===== config.mk =====
export PLATFORM = sky130hd
export DESIGN_NAME = multi_slot_timeout_table
export DESIGN_NICKNAME = d
export VERILOG_FILES = /design/src/rtl/core/mstt_pkg.sv /design/src/rtl/core/mstt_adder.sv /design/src/rtl/core/multi_slot_timeout_table.sv
export SDC_FILE = /design/constraint.sdc
export NUM_CORES = 2
export LEC_CHECK = 0
export CORE_MARGIN = 8
export CORE_UTILIZATION = 40
export CTS_CLUSTER_SIZE = 12
export DETAILED_ROUTE_END_ITERATION = 12
export DONT_BUFFER_PORTS = 1
export GPL_TIMING_DRIVEN = 0
export PLACE_DENSITY = 0.51
export SLEW_MARGIN = 30
export SYNTH_ARGS = -nofsm -noshare
export SYNTH_HDL_FRONTEND = slang
export SYNTH_HIERARCHICAL = 1
export SYNTH_SLANG_ARGS = --single-unit

===== constraint.sdc =====
create_clock -name clk -period 11.9 [get_ports clk]
set_input_delay 1.785 -clock clk [delete_from_list [all_inputs] [get_ports clk]]
set_output_delay 1.785 -clock clk [all_outputs]
set_load 0.05 [all_outputs]

===== src/rtl/core/mstt_pkg.sv =====
// ----------------------------------------------------------------------------
// mstt_pkg
// Shared types, codes and sizes for the multiplexed timeout table.
// ----------------------------------------------------------------------------
package mstt_pkg;

    localparam int NUM_SLOTS_DEF = 16;
    localparam int TIME_W        = 64;
    localparam int DUR_W         = 32;

    // opcodes
    localparam logic [2:0] OP_ALLOC   = 3'd0;
    localparam logic [2:0] OP_REARM   = 3'd1;
    localparam logic [2:0] OP_RELEASE = 3'd2;
    localparam logic [2:0] OP_REL_ALL = 3'd3;
    localparam logic [2:0] OP_QUERY   = 3'd4;
    localparam logic [2:0] OP_TICK    = 3'd5;

    // slot kinds
    localparam logic [1:0] KIND_INVALID  = 2'd0;
    localparam logic [1:0] KIND_ONESHOT  = 2'd1;
    localparam logic [1:0] KIND_PERIODIC = 2'd2;

    // status codes
    localparam logic STAT_OK  = 1'b0;
    localparam logic STAT_ERR = 1'b1;

    typedef struct packed {
        logic [2:0]  opcode;
        logic [3:0]  slot;
        logic [1:0]  kind;
        logic [31:0] duration;
    } cmd_beat_t;

    typedef struct packed {
        logic        status;
        logic [3:0]  slot_out;
        logic        passed;
        logic [1:0]  slot_kind;
        logic [4:0]  slots_in_use_bound;
        logic        next_valid;
        logic [31:0] next_ticks;
    } rsp_beat_t;

endpackage


===== src/rtl/core/mstt_adder.sv =====
// ----------------------------------------------------------------------------
// mstt_adder
// Shared 64-bit add/subtract unit with carry out.
// ----------------------------------------------------------------------------
module mstt_adder (
    input  logic [mstt_pkg::TIME_W-1:0] a,
    input  logic [mstt_pkg::TIME_W-1:0] b,
    input  logic                        sub,
    output logic [mstt_pkg::TIME_W-1:0] sum,
    output logic                        carry
);
    import mstt_pkg::*;

    logic [TIME_W-1:0] b_eff;

    // subtract as a plus inverted b plus one
    assign b_eff = sub ? ~b : b;
    assign {carry, sum} = {1'b0, a} + {1'b0, b_eff} + {{TIME_W{1'b0}}, sub};

endmodule


===== src/rtl/core/multi_slot_timeout_table.sv =====
// A command passes through the prep state, then a slot scan that visits one
// slot per cycle through the shared 64-bit adder, then the done state that
// loads the response register; cmd_stall holds the next command until idle.
// The response register lets a new command enter while a response waits.
// Reset clears all slot flags, kinds, the high-water mark and the time base.
// ----------------------------------------------------------------------------
// multi_slot_timeout_table
// Timeout slot table on one tick base with a sequenced per-slot scan.
// ----------------------------------------------------------------------------
module multi_slot_timeout_table #(
    parameter int NUM_SLOTS = mstt_pkg::NUM_SLOTS_DEF
) (
    input  logic                clk,
    input  logic                rst_n,
    input  logic                cmd_valid,
    output logic                cmd_stall,
    input  mstt_pkg::cmd_beat_t cmd,
    output logic                rsp_valid,
    input  logic                rsp_stall,
    output mstt_pkg::rsp_beat_t rsp
);
    import mstt_pkg::*;

    localparam int IDX_W = (NUM_SLOTS > 1) ? $clog2(NUM_SLOTS) : 1;
    localparam int HW_W  = $clog2(NUM_SLOTS + 1);

    localparam logic [1:0] S_IDLE = 2'd0;
    localparam logic [1:0] S_PREP = 2'd1;
    localparam logic [1:0] S_SCAN = 2'd2;
    localparam logic [1:0] S_DONE = 2'd3;

    logic [1:0]        state_reg, state_next;
    cmd_beat_t         cmd_reg;
    logic [IDX_W-1:0]  idx_reg;
    logic [HW_W-1:0]   hw_reg;
    logic [TIME_W-1:0] now_reg;
    logic [TIME_W-1:0] arm_reg;
    logic              in_range_reg;
    logic              alloc_ok_reg;
    logic              found_reg;

    // slot state
    logic [NUM_SLOTS-1:0] used_reg, armed_reg, passed_reg;
    logic [1:0]           kind_reg [NUM_SLOTS];
    logic [DUR_W-1:0]     dur_mem [NUM_SLOTS];
    logic [TIME_W-1:0]    dl_mem [NUM_SLOTS];

    // result accumulators
    logic        st_reg;
    logic [3:0]  so_reg;
    logic        ps_reg;
    logic [1:0]  ko_reg;
    logic        bv_reg;
    logic [31:0] best_reg;

    logic      rsp_valid_reg;
    rsp_beat_t rsp_reg;

    // adder connections
    logic [TIME_W-1:0] add_a, add_b, add_sum;
    logic              add_sub, add_carry;

    mstt_adder u_adder (
        .a     (add_a),
        .b     (add_b),
        .sub   (add_sub),
        .sum   (add_sum),
        .carry (add_carry)
    );

    // scan step signals
    logic              at_slot, do_clear, do_arm, do_alloc;
    logic              u_n, a_n, p_n, pend_n, le;
    logic [1:0]        k_n;
    logic [TIME_W-1:0] dl_n;
    logic [31:0]       sat;
    logic [IDX_W-1:0]  slot_idx;
    logic [DUR_W-1:0]  dur_sel;

    assign slot_idx = IDX_W'(cmd_reg.slot);
    assign at_slot  = in_range_reg && (32'(cmd_reg.slot) == 32'(idx_reg));

    // prep operand for the arm deadline: the stored duration on rearm, else the command's
    always_comb
    begin
        dur_sel = (cmd_reg.opcode == OP_REARM) ? dur_mem[slot_idx] : cmd_reg.duration;
    end

    // per-slot update of the addressed or scanned slot
    always_comb
    begin
        do_clear = 1'b0;
        do_arm   = 1'b0;
        do_alloc = 1'b0;
        unique case (cmd_reg.opcode)
            OP_ALLOC:
                do_alloc = alloc_ok_reg && !found_reg && !used_reg[idx_reg];
            OP_REARM:
            begin
                do_arm   = at_slot && (kind_reg[idx_reg] == KIND_PERIODIC);
                do_clear = at_slot && (kind_reg[idx_reg] != KIND_PERIODIC);
            end
            OP_RELEASE:
                do_clear = at_slot;
            OP_REL_ALL:
                do_clear = 32'(idx_reg) < 32'(hw_reg);
            default:
                do_clear = 1'b0;
        endcase

        u_n  = used_reg[idx_reg];
        a_n  = armed_reg[idx_reg];
        k_n  = kind_reg[idx_reg];
        dl_n = dl_mem[idx_reg];
        if (do_alloc || do_arm)
        begin
            u_n  = 1'b1;
            a_n  = 1'b1;
            dl_n = arm_reg;
            if (do_alloc)
                k_n = cmd_reg.kind;
        end
        else if (do_clear)
        begin
            u_n = 1'b0;
            a_n = 1'b0;
            k_n = KIND_INVALID;
        end
    end

    // adder operand selection
    always_comb
    begin
        if (state_reg == S_PREP)
        begin
            add_a   = now_reg;
            add_b   = (cmd_reg.opcode == OP_TICK) ? TIME_W'(1) : TIME_W'(dur_sel);
            add_sub = 1'b0;
        end
        else
        begin
            add_a   = dl_n;
            add_b   = now_reg;
            add_sub = 1'b1;
        end
    end

    // expiry and distance of the scanned slot
    always_comb
    begin
        le = !add_carry || (add_sum == '0);
        p_n = passed_reg[idx_reg];
        if (do_alloc || do_arm || do_clear)
            p_n = 1'b0;
        else if (cmd_reg.opcode == OP_TICK && u_n && a_n && le)
            p_n = 1'b1;
        pend_n = u_n && a_n && !p_n;
        if (!add_carry)
            sat = '0;
        else if (|add_sum[TIME_W-1:32])
            sat = 32'hFFFF_FFFF;
        else
            sat = add_sum[31:0];
    end

    // sequencer
    always_comb
    begin
        state_next = state_reg;
        unique case (state_reg)
            S_IDLE:
                if (cmd_valid)
                    state_next = S_PREP;
            S_PREP:
                state_next = S_SCAN;
            S_SCAN:
                if (idx_reg == IDX_W'(NUM_SLOTS - 1))
                    state_next = S_DONE;
            S_DONE:
                if (!rsp_valid_reg || !rsp_stall)
                    state_next = S_IDLE;
            default:
                state_next = S_IDLE;
        endcase
    end

    assign cmd_stall = (state_reg != S_IDLE);

    // control and slot flags
    always_ff @(posedge clk or negedge rst_n)
    begin
        if (!rst_n)
        begin
            state_reg     <= S_IDLE;
            idx_reg       <= '0;
            hw_reg        <= '0;
            now_reg       <= '0;
            found_reg     <= 1'b0;
            used_reg      <= '0;
            armed_reg     <= '0;
            passed_reg    <= '0;
            rsp_valid_reg <= 1'b0;
            for (int k = 0; k < NUM_SLOTS; k++)
                kind_reg[k] <= KIND_INVALID;
        end
        else
        begin
            state_reg <= state_next;
            if (state_reg == S_PREP)
            begin
                idx_reg   <= '0;
                found_reg <= 1'b0;
                if (cmd_reg.opcode == OP_TICK)
                    now_reg <= add_sum;
            end
            if (state_reg == S_SCAN)
            begin
                idx_reg              <= idx_reg + IDX_W'(1);
                used_reg[idx_reg]    <= u_n;
                armed_reg[idx_reg]   <= a_n;
                passed_reg[idx_reg]  <= p_n;
                kind_reg[idx_reg]    <= k_n;
                if (do_alloc)
                begin
                    found_reg <= 1'b1;
                    if (32'(hw_reg) < 32'(idx_reg) + 32'd1)
                        hw_reg <= HW_W'(32'(idx_reg) + 32'd1);
                end
                if (idx_reg == IDX_W'(NUM_SLOTS - 1) && cmd_reg.opcode == OP_REL_ALL)
                    hw_reg <= '0;
            end
            // response register
            if (state_reg == S_DONE && (!rsp_valid_reg || !rsp_stall))
                rsp_valid_reg <= 1'b1;
            else if (rsp_valid_reg && !rsp_stall)
                rsp_valid_reg <= 1'b0;
        end
    end

    // payload registers
    always_ff @(posedge clk)
    begin
        if (state_reg == S_IDLE && cmd_valid)
            cmd_reg <= cmd;
        if (state_reg == S_PREP)
        begin
            arm_reg      <= add_sum;
            in_range_reg <= (32'(cmd_reg.slot) < 32'(hw_reg))
                            && (32'(cmd_reg.slot) < NUM_SLOTS);
            alloc_ok_reg <= (cmd_reg.duration != '0)
                            && (cmd_reg.kind == KIND_ONESHOT
                                || cmd_reg.kind == KIND_PERIODIC);
            st_reg   <= (cmd_reg.opcode == OP_TICK || cmd_reg.opcode == OP_REL_ALL)
                        ? STAT_OK : STAT_ERR;
            so_reg   <= cmd_reg.slot;
            ps_reg   <= 1'b0;
            ko_reg   <= KIND_INVALID;
            bv_reg   <= 1'b0;
            best_reg <= '0;
        end
        if (state_reg == S_SCAN)
        begin
            dl_mem[idx_reg] <= dl_n;
            if (do_alloc)
                dur_mem[idx_reg] <= cmd_reg.duration;
            else if (do_clear)
                dur_mem[idx_reg] <= '0;
            // result of the addressed slot
            if (do_alloc)
            begin
                st_reg <= STAT_OK;
                so_reg <= 4'(idx_reg);
                ko_reg <= cmd_reg.kind;
            end
            else if (do_arm)
            begin
                st_reg <= STAT_OK;
                ko_reg <= KIND_PERIODIC;
            end
            else if (do_clear && cmd_reg.opcode != OP_REL_ALL)
            begin
                st_reg <= (used_reg[idx_reg] && armed_reg[idx_reg]) ? STAT_OK : STAT_ERR;
                ps_reg <= used_reg[idx_reg] && armed_reg[idx_reg] && passed_reg[idx_reg];
            end
            else if (cmd_reg.opcode == OP_QUERY && at_slot)
            begin
                ko_reg <= kind_reg[idx_reg];
                if (kind_reg[idx_reg] != KIND_INVALID && used_reg[idx_reg]
                    && armed_reg[idx_reg])
                begin
                    st_reg <= STAT_OK;
                    ps_reg <= passed_reg[idx_reg];
                end
            end
            // nearest pending deadline
            if (pend_n && (!bv_reg || sat < best_reg))
                best_reg <= sat;
            if (pend_n)
                bv_reg <= 1'b1;
        end
        if (state_reg == S_DONE && (!rsp_valid_reg || !rsp_stall))
        begin
            rsp_reg.status             <= st_reg;
            rsp_reg.slot_out           <= so_reg;
            rsp_reg.passed             <= ps_reg;
            rsp_reg.slot_kind          <= ko_reg;
            rsp_reg.slots_in_use_bound <= 5'(hw_reg);
            rsp_reg.next_valid         <= bv_reg;
            rsp_reg.next_ticks         <= best_reg;
        end
    end

    assign rsp_valid = rsp_valid_reg;
    assign rsp       = rsp_reg;

endmodule


==> impl_metrics.toml <==
[outcome]
run_status = "finished clean"

[grt]
grt_overflow_total = 0
grt_max_degree = 158
grtUsageTotal_pct = 20.38
grt_pass1_wl_um = 320000
antenna_found_initial = 14
grt_pass1_vias = 43080

[critical_path]
cp.required_ps = 12600
path_class = "flop to flop"
crit_top_cell = "buf_6"
start_kind = "flop"
crit_path_max_incr_delay_ps = 570
critPathSlowestCell = "mux4_2"
cp-startpoint = "idx_reg[1]"
r2r_end = "best_reg[26]"
worst_r2r_path_depth = 38
critPathMaxFanout = 17
arrival_ps = 12140
endpoint = "best_reg[26]"
reg2reg_slack_ps = 460
cp-end-kind = "flop"
r2r_start = "idx_reg[1]"

[synth]
synth_area_leaders = "edfxtp_1 (63%), mux4_2 (14%), dfrtp_1 (4.9%), mux2_2 (1.9%), ha_1 (1.9%)"
syn-num-nets = 4444
synth_top_area_share_pct = 63.23
yosys_most_used_dff = "edfxtp_1"
netlist.top_cell.by_area = "edfxtp_1"
ys_ff_latch = 1891
synth_cell_types = 107
yosysSeqAreaShare_pct = 69.26
synth_cells = 4279
synth_edf_count = 1689
netlist_area_mm2 = 0.08021
async_flop_share_pct = 8.302
yosysWarnings = 6
synth.avg_cell_area_um2 = 18.74

[timing]
fin_tns_setup_ps = 0
rsz0062_at_grt = "no"
finalHoldViolCount = 0
period_share_pct = 96.16
fmax_ghz = 0.08739
setup_violations = 0
slew-limit-headroom_pct = 32.66
tightest_slew_ps = 1010
setup_ws_ps = 456.6
finalClockSkew_ps = 45.40
period_needed_ps = 11440
drv_slew = 0

[detailed_routing]
met3_length_um = 11060
wl_per_cell_um = 30.22
wirelength_um = 222600
dr_total_vias = 41720
viasPerCell = 5.663
ant_nets = 0
first_iter_violations = 3812
firstDrtPassIters = 5
dr_wl_met2_um = 108600
drc = 0
highest_layer = "met4"
wl_met1_um = 97860

[placed_design]
placed_area_mm2 = 0.08478
port_buffers = 0
dpl.hpwl_um = 147600
dpl_worst_slack_ps = -918.9
gp_congestion = 0.8874

[finish]
regMostFlops = "dl_mem"
top_regs = "dl_mem: 1024 flops, dur_mem: 512 flops"
fill_cells = 17140
syn2layout_area_growth_pct = 13.86
drive_gt1_share_pct = 26.97
fin_area_mm2 = 0.09133
largest_reg_flops = 1024
nets = 4703

[cts]
cts.sinks = 1891
path_clk_slew_ps = 60
htreeDepth = 4
ctsHoldBuffers = 0
cts_tree = "done"
cts_buffer_depth = 3
cts_buffers = 202
clock-root-buffer = "clkbuf_16"
insertion_delay_ps = 850

[die]
core-area_mm2 = 0.1995
ioPinCount = 93
dieArea_mm2 = 0.2151
initial_core_util_pct = 40.21
row_count = 164
die_x_um = 463.8
die_h_um = 463.8

[worst_hold_path]
min_path_type = "flop to flop"

[run]
maxCapViolations = 0
how the worst min path moves through the flow:
| stage | from | end | slack, ps | cells past startpoint |
|---|---|---|---|---|
| 2_1_floorplan | ko_reg[1] | rsp[39] | 400 | 0 |
| 3_3_place_gp | passed_reg[1] | passed_reg[1] | 460 | 2 |
| 3_5_place_dp | so_reg[0] | rsp[41] | 450 | 0 |
| 4_1_cts | so_reg[0] | rsp[41] | 480 | 0 |
| 5_1_grt | so_reg[0] | rsp[41] | 490 | 0 |
| 6_report | so_reg[0] | rsp[41] | 460 | 0 |
area by class of cell:
cell class / instances / area (um^2) / share of cell area, %
Sequential cell: 1891 / 55550 / 60.82
Antenna cell: 5 / 12.51 / 0.01370
Buffer: 238 / 1338 / 1.465
Multi-Input combinational cell: 2070 / 23360 / 25.57
Clock inverter: 92 / 807.0 / 0.8837
Timing Repair Buffer: 55 / 1039 / 1.137
Inverter: 80 / 390.4 / 0.4275
Clock buffer: 280 / 5512 / 6.035
Tap cell: 2656 / 3323 / 3.639
routing by layer:
layer  vias up  global-route usage (%)
li1      17870                       -
met1     22470                   28.35
met2      1107                   33.91
met3       269                   3.221
met4         0                   4.833
met5         -                       0
repair_timing:
action,in CTS,in global routing
buffers inserted,0,2
pin swaps,1,3
gates resized for setup,25,20
setup endpoints to repair,32,32
kinds of logic (layout without fill, tap and decap cells):
kind of cell / count (synthesis) / in the layout / synth area share, %
buffers and inverters: 318 / 745 / 1.928
multiplexers: 745 / 745 / 17.92
AO/OA/AOI/OAI: 472 / 472 / 3.925
AND/OR/NAND/NOR: 605 / 605 / 3.691
adder cells (fa/ha/maj): 120 / 120 / 1.881
other: 0 / 5 / 0
flip-flops: 1891 / 1891 / 69.26
XOR/XNOR: 128 / 128 / 1.398
cell usage after synthesis, types with 8 or more instances:
cell      count
nor2_1      162
edfxtp_1   1689
nor2b_1      42
xnor2_1      36
nand2b_1     13
nand2_1     165
buf_4        10
mux2_4       93
o21ai_1      40
nand4_1      30
buf_6        19
dfrtp_1     157
and3_1       18
a21o_1       34
o21ai_0     103
a21oi_1     101
a221oi_1     32
mux2_2      133
mux2i_1      13
a211oi_1     12
buf_1        22
nor3_1       21
a31oi_1       8
nor4_1       31
mux4_2      498
nand3_1      50
xor2_1       92
o21a_1       43
and2_1       35
buf_2        54
dfxtp_1      45
clkbuf_1    125
inv_1        80
ha_1        119
o211ai_1      9
o21bai_1     18
worst max-delay path: cells and delay by family, from the launching register on:
family	cells	cell delay, ps
simple gates	10	2790
fa+ha+maj	2	640
xor+xnor	1	180
flops	1	430
compound gates	8	2130
buf+inv	12	3000
mux	5	2010
per-stage QoR:
stage	util (%)	cells	hold WS, ps
floorplan	-	4279	400.5
global placement	41.88	6935	455.0
detailed placement	42.51	6984	451.3
CTS	45.71	7356	476.3
global route	45.78	7364	489.5
finish	45.79	7367	460.2
cell usage in the layout (no fill, tap or decap), drive strengths merged, types with 50 or more instances in the layout:
cell type,count
edfxtp,1689
mux4,501
clkbuf,407
mux2,231
nand2,169
buf,163
nor2,162
dfrtp,157
o21ai,145
ha,119
a21oi,104
xor2,92
inv,89
clkinv,69
nand3,50
Power is not shown: default switching activity piles up to over one toggle a cycle in this logic, so the estimate is an artifact.
